**src/led_heat_decay_table_unit_defines.svh**
```systemverilog
// Assertion macros shared by the heat table modules.
`ifndef LED_HEAT_DECAY_TABLE_UNIT_DEFINES_SVH
`define LED_HEAT_DECAY_TABLE_UNIT_DEFINES_SVH

// Check a property on every clock edge outside reset.
`define LDHT_ASSERT(lbl, prop, msg) \
  lbl: assert property (@(posedge clk) disable iff (rst) (prop)) else $error(msg);

// Check that a condition is followed in the next cycle by another.
`define LDHT_ASSERT_NEXT(lbl, ante, cons, msg) \
  lbl: assert property (@(posedge clk) disable iff (rst) (ante) |=> (cons)) else $error(msg);

`endif

```
**src/ldht_pkg.sv**
```systemverilog
package ldht_pkg;

  localparam int DEF_LED_COUNT = 64;
  localparam int DEF_MAX_LEVEL = 15;
  localparam int IV_W = 11;

  localparam logic [1:0] CMD_PRESS  = 2'd0;
  localparam logic [1:0] CMD_QUERY  = 2'd1;
  localparam logic [1:0] CMD_RETIME = 2'd2;

  typedef enum logic [1:0] {
    K_PRESS  = 2'd0,
    K_QUERY  = 2'd1,
    K_RETIME = 2'd2,
    K_REJECT = 2'd3
  } kind_t;

  typedef struct packed {
    logic [1:0]  command;
    logic [7:0]  led_sel;
    logic [31:0] now;
    logic [7:0]  base_brightness;
  } in_item_t;

  typedef struct packed {
    logic [3:0] heat_level;
    logic [7:0] scaled_brightness;
    logic       accepted;
  } out_item_t;

  typedef struct packed {
    kind_t       kind;
    logic [7:0]  idx;
    logic [31:0] now;
    logic [7:0]  bright;
  } job_t;

  function automatic logic [IV_W-1:0] interval_of(input logic [1:0] speed);
    logic [IV_W-1:0] iv;
    case (speed)
      2'd0:    iv = 11'd1200;
      2'd1:    iv = 11'd900;
      2'd2:    iv = 11'd600;
      2'd3:    iv = 11'd300;
      default: iv = 11'd1200;
    endcase
    return iv;
  endfunction

endpackage

```
**src/ldht_ram.sv**
```systemverilog
module ldht_ram #(
  parameter int WIDTH = 36,
  parameter int DEPTH = 64
) (
  input  logic                                 clk,
  input  logic                                 we,
  input  logic [(DEPTH > 1 ? $clog2(DEPTH) : 1)-1:0] waddr,
  input  logic [WIDTH-1:0]                     wdata,
  input  logic [(DEPTH > 1 ? $clog2(DEPTH) : 1)-1:0] raddr,
  output logic [WIDTH-1:0]                     rdata
);

  logic [WIDTH-1:0] mem [DEPTH];

  always_ff @(posedge clk) begin
    if (we) begin
      mem[waddr] <= wdata;
    end
    rdata <= mem[raddr];
  end

endmodule

```
**src/ldht_div.sv**
```systemverilog
// Restoring divider, one quotient bit per cycle; results hold until the next start.
module ldht_div (
  input  logic                        clk,
  input  logic                        rst,
  input  logic                        go,
  input  logic [31:0]                 dividend,
  input  logic [ldht_pkg::IV_W-1:0]   divisor,
  output logic                        done,
  output logic [31:0]                 quot,
  output logic [ldht_pkg::IV_W-1:0]   rem
);

  logic                      running;
  logic [4:0]                cnt;
  logic [ldht_pkg::IV_W-1:0] dvs;
  logic [ldht_pkg::IV_W:0]   trial;
  logic                      ge;

  assign trial = {rem, quot[31]};
  assign ge    = trial >= {1'b0, dvs};

  always_ff @(posedge clk) begin
    if (rst) begin
      running <= 1'b0;
      done    <= 1'b0;
      cnt     <= '0;
    end else begin
      done <= 1'b0;
      if (go) begin
        running <= 1'b1;
        cnt     <= '0;
      end else if (running) begin
        cnt <= cnt + 5'd1;
        if (cnt == 5'd31) begin
          running <= 1'b0;
          done    <= 1'b1;
        end
      end
    end
  end

  always_ff @(posedge clk) begin
    if (go) begin
      quot <= dividend;
      rem  <= '0;
      dvs  <= divisor;
    end else if (running) begin
      quot <= {quot[30:0], ge};
      rem  <= ge ? ldht_pkg::IV_W'(trial - {1'b0, dvs}) : trial[ldht_pkg::IV_W-1:0];
    end
  end

endmodule

```
**src/ldht_front.sv**
```systemverilog
`include "led_heat_decay_table_unit_defines.svh"

// Classify commands and hold them in a two-entry queue for the back end.
module ldht_front #(
  parameter int LED_COUNT = ldht_pkg::DEF_LED_COUNT
) (
  input  logic               clk,
  input  logic               rst,
  input  logic               start,
  output logic               busy,
  input  ldht_pkg::in_item_t item,
  output logic               q_valid,
  output ldht_pkg::job_t     q_job,
  input  logic               pop
);

  ldht_pkg::job_t slots [2];
  logic           rd_ptr;
  logic           wr_ptr;
  logic [1:0]     count;
  logic           push;
  ldht_pkg::job_t job_in;
  logic           in_range;

  assign in_range = {1'b0, item.led_sel} < 9'(LED_COUNT);

  always_comb begin
    job_in.idx    = item.led_sel;
    job_in.now    = item.now;
    job_in.bright = item.base_brightness;
    if (item.command == ldht_pkg::CMD_RETIME) begin
      job_in.kind = ldht_pkg::K_RETIME;
    end else if (item.command == ldht_pkg::CMD_PRESS && in_range) begin
      job_in.kind = ldht_pkg::K_PRESS;
    end else if (item.command == ldht_pkg::CMD_QUERY && in_range) begin
      job_in.kind = ldht_pkg::K_QUERY;
    end else begin
      job_in.kind = ldht_pkg::K_REJECT;
    end
  end

  assign busy    = count == 2'd2;
  assign push    = start && !busy;
  assign q_valid = count != 2'd0;
  assign q_job   = slots[rd_ptr];

  always_ff @(posedge clk) begin
    if (rst) begin
      rd_ptr <= 1'b0;
      wr_ptr <= 1'b0;
      count  <= '0;
    end else begin
      if (push) begin
        wr_ptr <= !wr_ptr;
      end
      if (pop) begin
        rd_ptr <= !rd_ptr;
      end
      if (push && !pop) begin
        count <= count + 2'd1;
      end else if (pop && !push) begin
        count <= count - 2'd1;
      end
    end
  end

  always_ff @(posedge clk) begin
    if (push) begin
      slots[wr_ptr] <= job_in;
    end
  end

  `LDHT_ASSERT(a_count_bound, count <= 2'd2, "queue count out of range")
  `LDHT_ASSERT(a_pop_nonempty, !pop || count != 2'd0, "pop from empty queue")

endmodule

```
**src/ldht_back.sv**
```systemverilog
`include "led_heat_decay_table_unit_defines.svh"

// Carry out queued commands against the entry store.
module ldht_back #(
  parameter int LED_COUNT = ldht_pkg::DEF_LED_COUNT,
  parameter int MAX_LEVEL = ldht_pkg::DEF_MAX_LEVEL
) (
  input  logic                clk,
  input  logic                rst,
  input  logic [1:0]          decay_speed,
  input  logic                q_valid,
  input  ldht_pkg::job_t      q_job,
  output logic                pop,
  output logic                result_valid,
  output ldht_pkg::out_item_t result
);

  localparam int LW = $clog2(MAX_LEVEL + 1);
  localparam int IW = (LED_COUNT > 1) ? $clog2(LED_COUNT) : 1;
  localparam int DW = LW + 32;
  localparam int PW = 8 + LW;
  // Divide by MAX_LEVEL as a multiply by a rounded-up reciprocal and a shift;
  // SH bits of fraction keep the floor exact for every product below 2^PW.
  localparam int SH = PW + LW;
  localparam int RW = SH + 1;
  localparam logic [RW-1:0] RECIP = RW'(((1 << SH) + MAX_LEVEL - 1) / MAX_LEVEL);

  typedef enum logic [5:0] {
    S_IDLE  = 6'b000001,
    S_READ  = 6'b000010,
    S_LOAD  = 6'b000100,
    S_DIV   = 6'b001000,
    S_APPLY = 6'b010000,
    S_OUT   = 6'b100000
  } state_t;

  state_t                    state;
  ldht_pkg::job_t            job;
  logic [IW-1:0]             idx;
  logic [LW-1:0]             lvl;
  logic [31:0]               strt;
  logic [LW-1:0]             res_lvl;
  logic                      res_acc;
  logic [PW-1:0]             prod;
  logic [LED_COUNT-1:0]      vld;

  logic [DW-1:0]             rdata;
  logic [DW-1:0]             wdata;
  logic                      we;
  logic [LW-1:0]             cur_lvl;
  logic                      div_go;
  logic                      div_done;
  logic [31:0]               quot;
  logic [ldht_pkg::IV_W-1:0] rem;
  logic                      gone;
  logic [LW-1:0]             dec_lvl;
  logic [31:0]               dec_start;
  logic [LW-1:0]             new_lvl;
  logic                      last;
  logic [PW+RW-1:0]          scale_prod;

  ldht_ram #(.WIDTH(DW), .DEPTH(LED_COUNT)) u_ram (
    .clk   (clk),
    .we    (we),
    .waddr (idx),
    .wdata (wdata),
    .raddr (idx),
    .rdata (rdata)
  );

  ldht_div u_div (
    .clk      (clk),
    .rst      (rst),
    .go       (div_go),
    .dividend (job.now - rdata[31:0]),
    .divisor  (ldht_pkg::interval_of(decay_speed)),
    .done     (div_done),
    .quot     (quot),
    .rem      (rem)
  );

  assign pop     = (state == S_IDLE) && q_valid;
  assign cur_lvl = vld[idx] ? rdata[DW-1:32] : '0;
  assign div_go  = (state == S_LOAD) && (cur_lvl != '0);
  assign last    = idx == IW'(LED_COUNT - 1);

  assign scale_prod = (PW+RW)'(prod) * (PW+RW)'(RECIP);

  // Lazy decay of the loaded entry and the write data for each command kind.
  always_comb begin
    gone = quot >= 32'(lvl);
    if (lvl == '0) begin
      dec_lvl   = '0;
      dec_start = strt;
    end else if (gone) begin
      dec_lvl   = '0;
      dec_start = '0;
    end else begin
      dec_lvl   = lvl - LW'(quot);
      dec_start = job.now - 32'(rem);
    end
    new_lvl = (dec_lvl < LW'(MAX_LEVEL)) ? dec_lvl + LW'(1) : LW'(MAX_LEVEL);
    case (job.kind)
      ldht_pkg::K_PRESS:  wdata = {new_lvl, job.now};
      ldht_pkg::K_RETIME: wdata = {dec_lvl, (dec_lvl != '0) ? job.now : dec_start};
      default:            wdata = {dec_lvl, dec_start};
    endcase
  end

  assign we = state == S_APPLY;

  always_ff @(posedge clk) begin
    if (rst) begin
      state        <= S_IDLE;
      vld          <= '0;
      result_valid <= 1'b0;
    end else begin
      result_valid <= state == S_OUT;
      if (we) begin
        vld[idx] <= 1'b1;
      end
      case (state)
        S_IDLE: begin
          if (q_valid) begin
            state <= (q_job.kind == ldht_pkg::K_REJECT) ? S_OUT : S_READ;
          end
        end
        S_READ:  state <= S_LOAD;
        S_LOAD:  state <= (cur_lvl != '0) ? S_DIV : S_APPLY;
        S_DIV: begin
          if (div_done) begin
            state <= S_APPLY;
          end
        end
        S_APPLY: begin
          if (job.kind == ldht_pkg::K_RETIME && !last) begin
            state <= S_READ;
          end else begin
            state <= S_OUT;
          end
        end
        S_OUT:   state <= S_IDLE;
        default: state <= S_IDLE;
      endcase
    end
  end

  always_ff @(posedge clk) begin
    case (state)
      S_IDLE: begin
        job     <= q_job;
        idx     <= (q_job.kind == ldht_pkg::K_RETIME) ? '0 : q_job.idx[IW-1:0];
        res_lvl <= '0;
        res_acc <= q_job.kind != ldht_pkg::K_REJECT;
        prod    <= '0;
      end
      S_LOAD: begin
        lvl  <= cur_lvl;
        strt <= rdata[31:0];
      end
      S_APPLY: begin
        case (job.kind)
          ldht_pkg::K_PRESS: begin
            res_lvl <= new_lvl;
            prod    <= PW'(job.bright) * PW'(new_lvl);
          end
          ldht_pkg::K_QUERY: begin
            res_lvl <= dec_lvl;
            prod    <= PW'(job.bright) * PW'(dec_lvl);
          end
          default: begin
            if (!last) begin
              idx <= idx + IW'(1);
            end
          end
        endcase
      end
      S_OUT: begin
        result.heat_level        <= 4'(res_lvl);
        result.scaled_brightness <= 8'(scale_prod >> SH);
        result.accepted          <= res_acc;
      end
      default: begin
      end
    endcase
  end

  `LDHT_ASSERT_NEXT(a_strobe_pulse, result_valid, !result_valid, "result strobe held")
  `LDHT_ASSERT_NEXT(a_out_strobe, state == S_OUT, result_valid, "missing result strobe")
  `LDHT_ASSERT(a_div_state, !div_done || state == S_DIV, "divider finished outside wait")
  `LDHT_ASSERT(a_pop_idle, !pop || state == S_IDLE, "pop while working")

endmodule

```
**src/led_heat_decay_table_unit.sv**
```systemverilog
// Per-LED heat table with lazy time-based decay. Issue a command by raising
// start while busy is low; it is taken at that clock edge. Every command gives
// exactly one result, shown on result for one cycle with result_valid high; the
// receiver cannot stall, so capture it in that cycle. A press or query on a lit
// entry leaves the queue, then passes through the registered store read, the
// bit-serial 32-bit divide of the elapsed time by the decay interval, the update
// and the registering of the result. An unlit entry skips the divide. A retime
// walks every entry through the same read, divide (lit entries only) and write.
// Rejected commands skip the store and go straight to the result. Up to two
// commands wait in the queue while one is worked on. Write decay_speed over the
// cfg channel (always ready) only while no command is outstanding.
module led_heat_decay_table_unit #(
  parameter int LED_COUNT = ldht_pkg::DEF_LED_COUNT,
  parameter int MAX_LEVEL = ldht_pkg::DEF_MAX_LEVEL
) (
  input  logic                clk,
  input  logic                rst,
  input  logic                start,
  output logic                busy,
  input  ldht_pkg::in_item_t  item,
  output logic                result_valid,
  output ldht_pkg::out_item_t result,
  input  logic                cfg_valid,
  output logic                cfg_ready,
  input  logic [1:0]          cfg_data
);

  logic [1:0]     speed;
  logic           q_valid;
  ldht_pkg::job_t q_job;
  logic           pop;

  assign cfg_ready = 1'b1;

  // Hold the decay speed; take a write whenever the channel completes.
  always_ff @(posedge clk) begin
    if (rst) begin
      speed <= 2'd0;
    end else if (cfg_valid && cfg_ready) begin
      speed <= cfg_data;
    end
  end

  // Front end: classify and queue transactions.
  ldht_front #(.LED_COUNT(LED_COUNT)) u_front (
    .clk     (clk),
    .rst     (rst),
    .start   (start),
    .busy    (busy),
    .item    (item),
    .q_valid (q_valid),
    .q_job   (q_job),
    .pop     (pop)
  );

  // Back end: decay, update the store and produce the result.
  ldht_back #(.LED_COUNT(LED_COUNT), .MAX_LEVEL(MAX_LEVEL)) u_back (
    .clk          (clk),
    .rst          (rst),
    .decay_speed  (speed),
    .q_valid      (q_valid),
    .q_job        (q_job),
    .pop          (pop),
    .result_valid (result_valid),
    .result       (result)
  );

endmodule
```
**config.mk**
```make
export PLATFORM = sky130hd
export DESIGN_NAME = led_heat_decay_table_unit
export DESIGN_NICKNAME = d
export VERILOG_FILES = /design/src/ldht_pkg.sv /design/src/ldht_ram.sv /design/src/ldht_div.sv /design/src/ldht_front.sv /design/src/ldht_back.sv /design/src/led_heat_decay_table_unit.sv
export VERILOG_INCLUDE_DIRS = /design/src /design/src/src
export SDC_FILE = /design/constraint.sdc
export NUM_CORES = 2
export LEC_CHECK = 0
export BUFFER_PORTS_ARGS = -buffer_cell sky130_fd_sc_hd__buf_2
export CAP_MARGIN = 10
export CORE_UTILIZATION = 60
export DETAILED_ROUTE_END_ITERATION = 16
export PLACE_DENSITY = 0.76
export RECOVER_POWER = 100
export SLEW_MARGIN = 20
export SYNTH_ARGS = -nofsm -noshare
export SYNTH_HDL_FRONTEND = slang
export SYNTH_HIERARCHICAL = 1
export SYNTH_SLANG_ARGS = --single-unit
```
**constraint.sdc**
```tcl
create_clock -name clk -period 8.2 [get_ports clk]
set_input_delay 1.64 -clock clk [delete_from_list [all_inputs] [get_ports clk]]
set_output_delay 1.64 -clock clk [all_outputs]
set_load 0.02 [all_outputs]
```
## After elaboration in Yosys (flattened, before gate mapping)

Memory sizes are Yosys's and may differ from the RTL's. A register that Yosys moved wholly into a read port is not among the register bits.
Index checks and enable logic that the tools add are counted.
Widths: inputs -> output; s select.

- Bits in writable memories: 2,404
- Bits of input ports: 56
- Output and inout port bits: 16
- Logic and storage cells: 147
- Memories: 2
- Register bits after elaboration: 252

- Add/sub/neg operators: 9
- Equal/unequal tests: 24
- Reduce and logical (&&, ||, !) cells: 31
- Multipliers: 3
- Bitwise operators: 2
- $lt $le $gt $ge: 6
- Mux-type cells: 45

Memories:

| name | depth | bits a word | rd ports | clocked after Yosys merged registers in | write ports | RTL line | source |
|---|---|---|---|---|---|---|---|
| u_back.u_ram.mem | 64 | 36 | 1 | 1 | 1 | ldht_ram.sv:13 | `logic [WIDTH-1:0] mem [DEPTH];` |
| u_front.slots | 2 | 50 | 1 | 1 | 1 | ldht_front.sv:17 | `ldht_pkg::job_t slots [2];` |

Operator list:

| operator | number |
|---|---|
| $mux 32 | 5 |
| $pmux 36 s2 | 1 |
| $or 64x64->64 | 1 |
| $pmux 12 s2 | 2 |
| $pmux 11 s4 | 1 |
| $mux 6 | 7 |
| $ge 32x4->1 | 1 |
| $sub 32x11->32 | 1 |
| $sub 32x32->32 | 1 |
| $pmux 6 s5 | 1 |
| $mul 8x4->12 | 2 |
| $mul 12x12->23 const B | 1 |
| $mux 4 | 4 |
| $pmux 4 s2 | 2 |
| $eq 2x2->1 const B | 7 |
| $eq 6x6->1 const B | 2 |
| $ge 12x11->1 | 1 |
| $mux 1 | 12 |
| $pmux 6 s2 | 1 |
| $mux 11 | 1 |
| $sub 11x11->11 | 1 |
| $mux 2 | 5 |
| $logic_and 1x1->1 | 9 |
| $lt 8x7->1 const B | 1 |
| other kinds (32) | 50 |

## Logic depth before layout (Yosys ltp)

- Depth after elaboration: 8
- Gate-level depth with buffers: 26
- Depth with buffers taken out: 24

## Cells and area by module

The synthesis kept the hierarchy.

By module, submodules not included:

| module | cells each | area an instance (um^2) | instances | seq. area each (um^2) |
|---|---|---|---|---|
| ldht_ram | 3,780 | 87,973.1 | 1 | 69,907.0 |
| ldht_back | 1,494 | 13,643.1 | 1 | 4,844.6 |
| ldht_front | 184 | 3,832.4 | 1 | 3,103.0 |
| ldht_div | 264 | 3,119.2 | 1 | 1,651.6 |
| led_heat_decay_table_unit | 8 | 78.8 | 1 | 40.0 |

## Worst setup path before layout

OpenSTA, ideal clock, no wires.

- Path type: flip-flop to flip-flop
- Start point: register u_back.lvl[0]
- End point: memory u_back.u_ram.mem[0][16] (data pin)
- Path slack: 644 ps
- Path buffers: 2
- Data required time: 7,192 ps
- Stages on the path, launching flop included: 16
- Period minus slack after synthesis: 7,556 ps
- Setup time: 1,008 ps
- Arrival time: 6,547 ps
- Cells stage by stage: edfxtp_1 inv_1 ha_1 nand2b_1 a21o_1 a21o_1 a21o_1 buf_6 nor2_1 buf_2 inv_1 ha_1 nand2_1 a211oi_1 o21ai_0 o311ai_0

- Longest elaborated chain between the ends: 6
- Elaborated cells on any way between the ends: 10
- Classes of those cells: 1 x add/sub; 1 x order compare; 6 x mux; 2 x reduce/logical

Ends and longest elaborated chain:

| what | RTL line | source |
|---|---|---|
| start: declaration | ldht_back.sv:40 | `logic [LW-1:0] lvl;` |
| start signal: assignment | ldht_back.sv:158 | `lvl <= cur_lvl;` |
| $ge 32x4->1 or $sub 4x4->4 (tied branches) | ldht_back.sv:91, ldht_back.sv:99 |  |
| $mux 4 | ldht_back.sv:95 | `end else if (gone) begin` |
| $mux 4 | ldht_back.sv:92 | `if (lvl == '0) begin` |
| $reduce_bool 4->1 | ldht_back.sv:105 | `ldht_pkg::K_RETIME: wdata = {dec_lvl, (dec_lvl != '0) ? job.now : dec_start};` |
| $mux 32 | ldht_back.sv:105 |  |
| $pmux 36 s2 * | ldht_back.sv:103 | `case (job.kind)` |
| named net u_back.wdata[16] | ldht_back.sv:48 | `logic [DW-1:0] wdata;` |
| end: declaration | ldht_ram.sv:13 |  |

The timed path passes the listed nets; every way through them passes the cells marked *.

==> results_dict.tcl <==
set metrics [dict create \
    cap_violations 114 \
    timing.setup.critical_path_class "reg2reg" \
    setup_violations 0 \
    postSynthCellCount 5724 \
    initial_antenna_violation_count 15 \
    grt_first_pass_wirelength_microns 406000 \
    floorplan.initialDensity_pct 60.6 \
    placed_area_sq_um 113000 \
    setup_tns_ps 0 \
    tritoncts "yes" \
    hpwlAfterDp_microns 151000 \
    placed_cells 8043 \
    worstPathBufferInverterCount 3 \
    critical-path-max-stage-delay_ps 2070 \
    timing_hold_violations_final 0 \
    detailedRoute.firstPassIterationCount 7 \
    cts.hold.buffers_added 0 \
    fp.dieW_microns 427 \
    clockBufferDepth 4 \
    place_worst_setup_slack_ps 1540 \
    cts-htree-levels 5 \
    power.density_cell_area_nw_per_um2 348 \
    p_leak_nw 39.8 \
    clk_pin_slew_worst_paths_ps 60 \
    worst_ep_arrival_time_ps 8300 \
    critPathRequiredTime_ps 9070 \
    grt_setup_unrepaired "no" \
    finalClockSkew_ps 58.1 \
    fp.coreArea_sq_um 179000 \
    pnr_worst_setup_slack_ps 776 \
    count_of_unresolved_drc_violations_after_routing 0 \
    synthesis.area_per_instance_sq_um 19.0 \
    hold_path.class "reg2reg" \
    timing.critical_path.slowest_stage_cell "clkbuf_1" \
    placement_rows 155 \
    final_cell_count_no_fill 8528 \
    die_height_microns 427 \
    cp_top_family "buffers and inverters" \
    floorplan.io_pins 72 \
    timing.hold.ws_ps 422 \
    overall_routing_resource_usage_pct 31.3 \
    cts_resized 0 \
    worst_pin_slew_ps 3800 \
    path_cells "clkbuf_1, clkbuf_1, buf_4, mux4_2, nor2b_1, a211oi_1, nor4_1, o22a_1" \
    clock-sinks 2689 \
    vias_per_cell 6.92 \
    slew_violations 4688 \
    number_of_buffers_created_by_cts 280 \
    post_cts_setup_repair_bufs 0 \
    gpl.final_weighted_congestion 0.916 \
    antenna_left 0 \
    detail_route.iter0.violations 8025 \
    route.final.wire_length_microns 284000 \
    crit_path_max_fanout 55 \
    grt.overflow.total 0 \
    path_common_cell "clkbuf_1" \
    ys_warn_count 6 \
    via_count_of_the_first_global_routing_pass 59000 \
    regToRegSetupSlack_ps 780 \
    overall_die_area_sq_um 183000 \
    maximum_number_of_pins_on_one_net_before_global_route_repair 117 \
    timing.critical_path.to_type "flip-flop" \
    post_drt_wl_per_cell_microns 33.3 \
    result_of_the_run "finished, violations left" \
    violations "capacitance limit, slew limit" \
    insertion_delay_to_the_later_sink_of_the_worst_skew_pair_ps 940 \
    netlist_area_sq_um 109000 \
    vias 59000 \
    slew_headroom_pct -154 \
    min_period_ps 7420 \
    maxClockFrequency_mhz 135 \
    maximum_vdd_ir_drop_mv 0.384 \
    place.port_buffers 70 \
    nNetsFinal 6225 \
    layout-drive-gt1-share_pct 19.8 \
    final.fill_count 11200 \
    period_share_pct 90.5 \
    layout.cell_area.non_filler_sq_um 121000 \
    clockRootBuffer "clkbuf_16" \
    area.growth.synth_to_final_pct 11.1 \
    critical_path.startpoint_type "flip-flop" \
]
per-stage QoR:
stage | power [mW] | util (%)
4_1_cts | 41.8 | 67.7
5_1_grt | 43.3 | 67.3
6_report | 41.9 | 67.3
3_3_place_gp | 29.6 | 63.0
2_1_floorplan | 25.4 | -
3_5_place_dp | 29.7 | 63.0
registers in the layout, indices dropped and copies added (netlist names), 2 cells and up, named ones only:
register and flops:
u_back/lvl 4, u_back/result 13, speed 2, u_back/idx 6
u_back/strt 32, u_back/res_lvl 4, u_back/u_div/dvs 11, u_back/u_div/rem 11
u_back/u_div/quot 32, u_back/prod 12, u_back/u_ram/rdata 36, u_back/state 6
u_back/vld 64, u_back/job 42, u_front/slots 96, u_front/count 2
u_back/u_div/cnt 5, u_back/u_ram/mem 2304
worst paths after layout:
path / start / endpoint / cells past startpoint
max: u_back/idx[1] / u_back/u_ram/rdata[34] / 8
min: u_back/res_lvl[1] / u_back/result[10] / 0
max reg2reg: u_back/idx[1] / u_back/u_ram/rdata[34] / 8
min reg2reg: u_back/res_lvl[1] / u_back/result[10] / 0
area by class of cell:
cell class | instances | area [sq um] | share of cell area, %
multi-input combinational | 2590 | 27700 | 23.0
inverter | 165 | 619 | 0.514
tap | 2355 | 2950 | 2.45
clock inverter | 115 | 963 | 0.800
clock buffer | 353 | 7520 | 6.24
antenna | 15 | 37.5 | 0.0311
sequential | 2689 | 79400 | 65.9
timing repair buffer | 246 | 1320 | 1.09
per-layer routing:
metal  wire length [microns]  up-vias  GRT usage, %
li1                        -    23800             -
met5                      53        -             0
met4                   15100        6          14.9
met1                   99700    30200          42.0
met2                  135000     4206          49.8
met3                   33800      776          6.38
cells in the final DEF, fill, tap and decap left out, types with 18 or more instances in the layout:
| cell | count |
|---|---|
| edfxtp_1 | 2557 |
| mux4_2 | 560 |
| clkbuf_16 | 285 |
| nor2_1 | 236 |
| clkbuf_1 | 196 |
| inv_1 | 162 |
| ha_1 | 162 |
| a21oi_1 | 158 |
| nand2_1 | 140 |
| dfxtp_1 | 132 |
| o22ai_1 | 125 |
| mux2i_1 | 88 |
| nand3_1 | 87 |
| a22oi_1 | 81 |
| mux2_2 | 79 |
| o21ai_0 | 65 |
| nor2b_1 | 58 |
| a211oi_1 | 58 |
| buf_4 | 57 |
| nor2_4 | 52 |
| clkinv_1 | 49 |
| xnor2_1 | 43 |
| clkinv_2 | 41 |
| o221ai_1 | 38 |
| nor4_1 | 37 |
| nor3_1 | 36 |
| fa_1 | 35 |
| and2_1 | 33 |
| a21o_1 | 31 |
| nand2b_1 | 29 |
| buf_2 | 28 |
| xor2_1 | 25 |
| and3_1 | 25 |
| o22a_1 | 24 |
| o21a_1 | 19 |
| a31oi_1 | 18 |
power breakdown:
| group | switching [mW] | internal (mW) |
|---|---|---|
| logic | 7.98 | 4.72 |
| registers | 0.559 | 16.7 |
| clock network | 5.07 | 6.96 |
No activity file was read; power rests on OpenSTA's default activity.
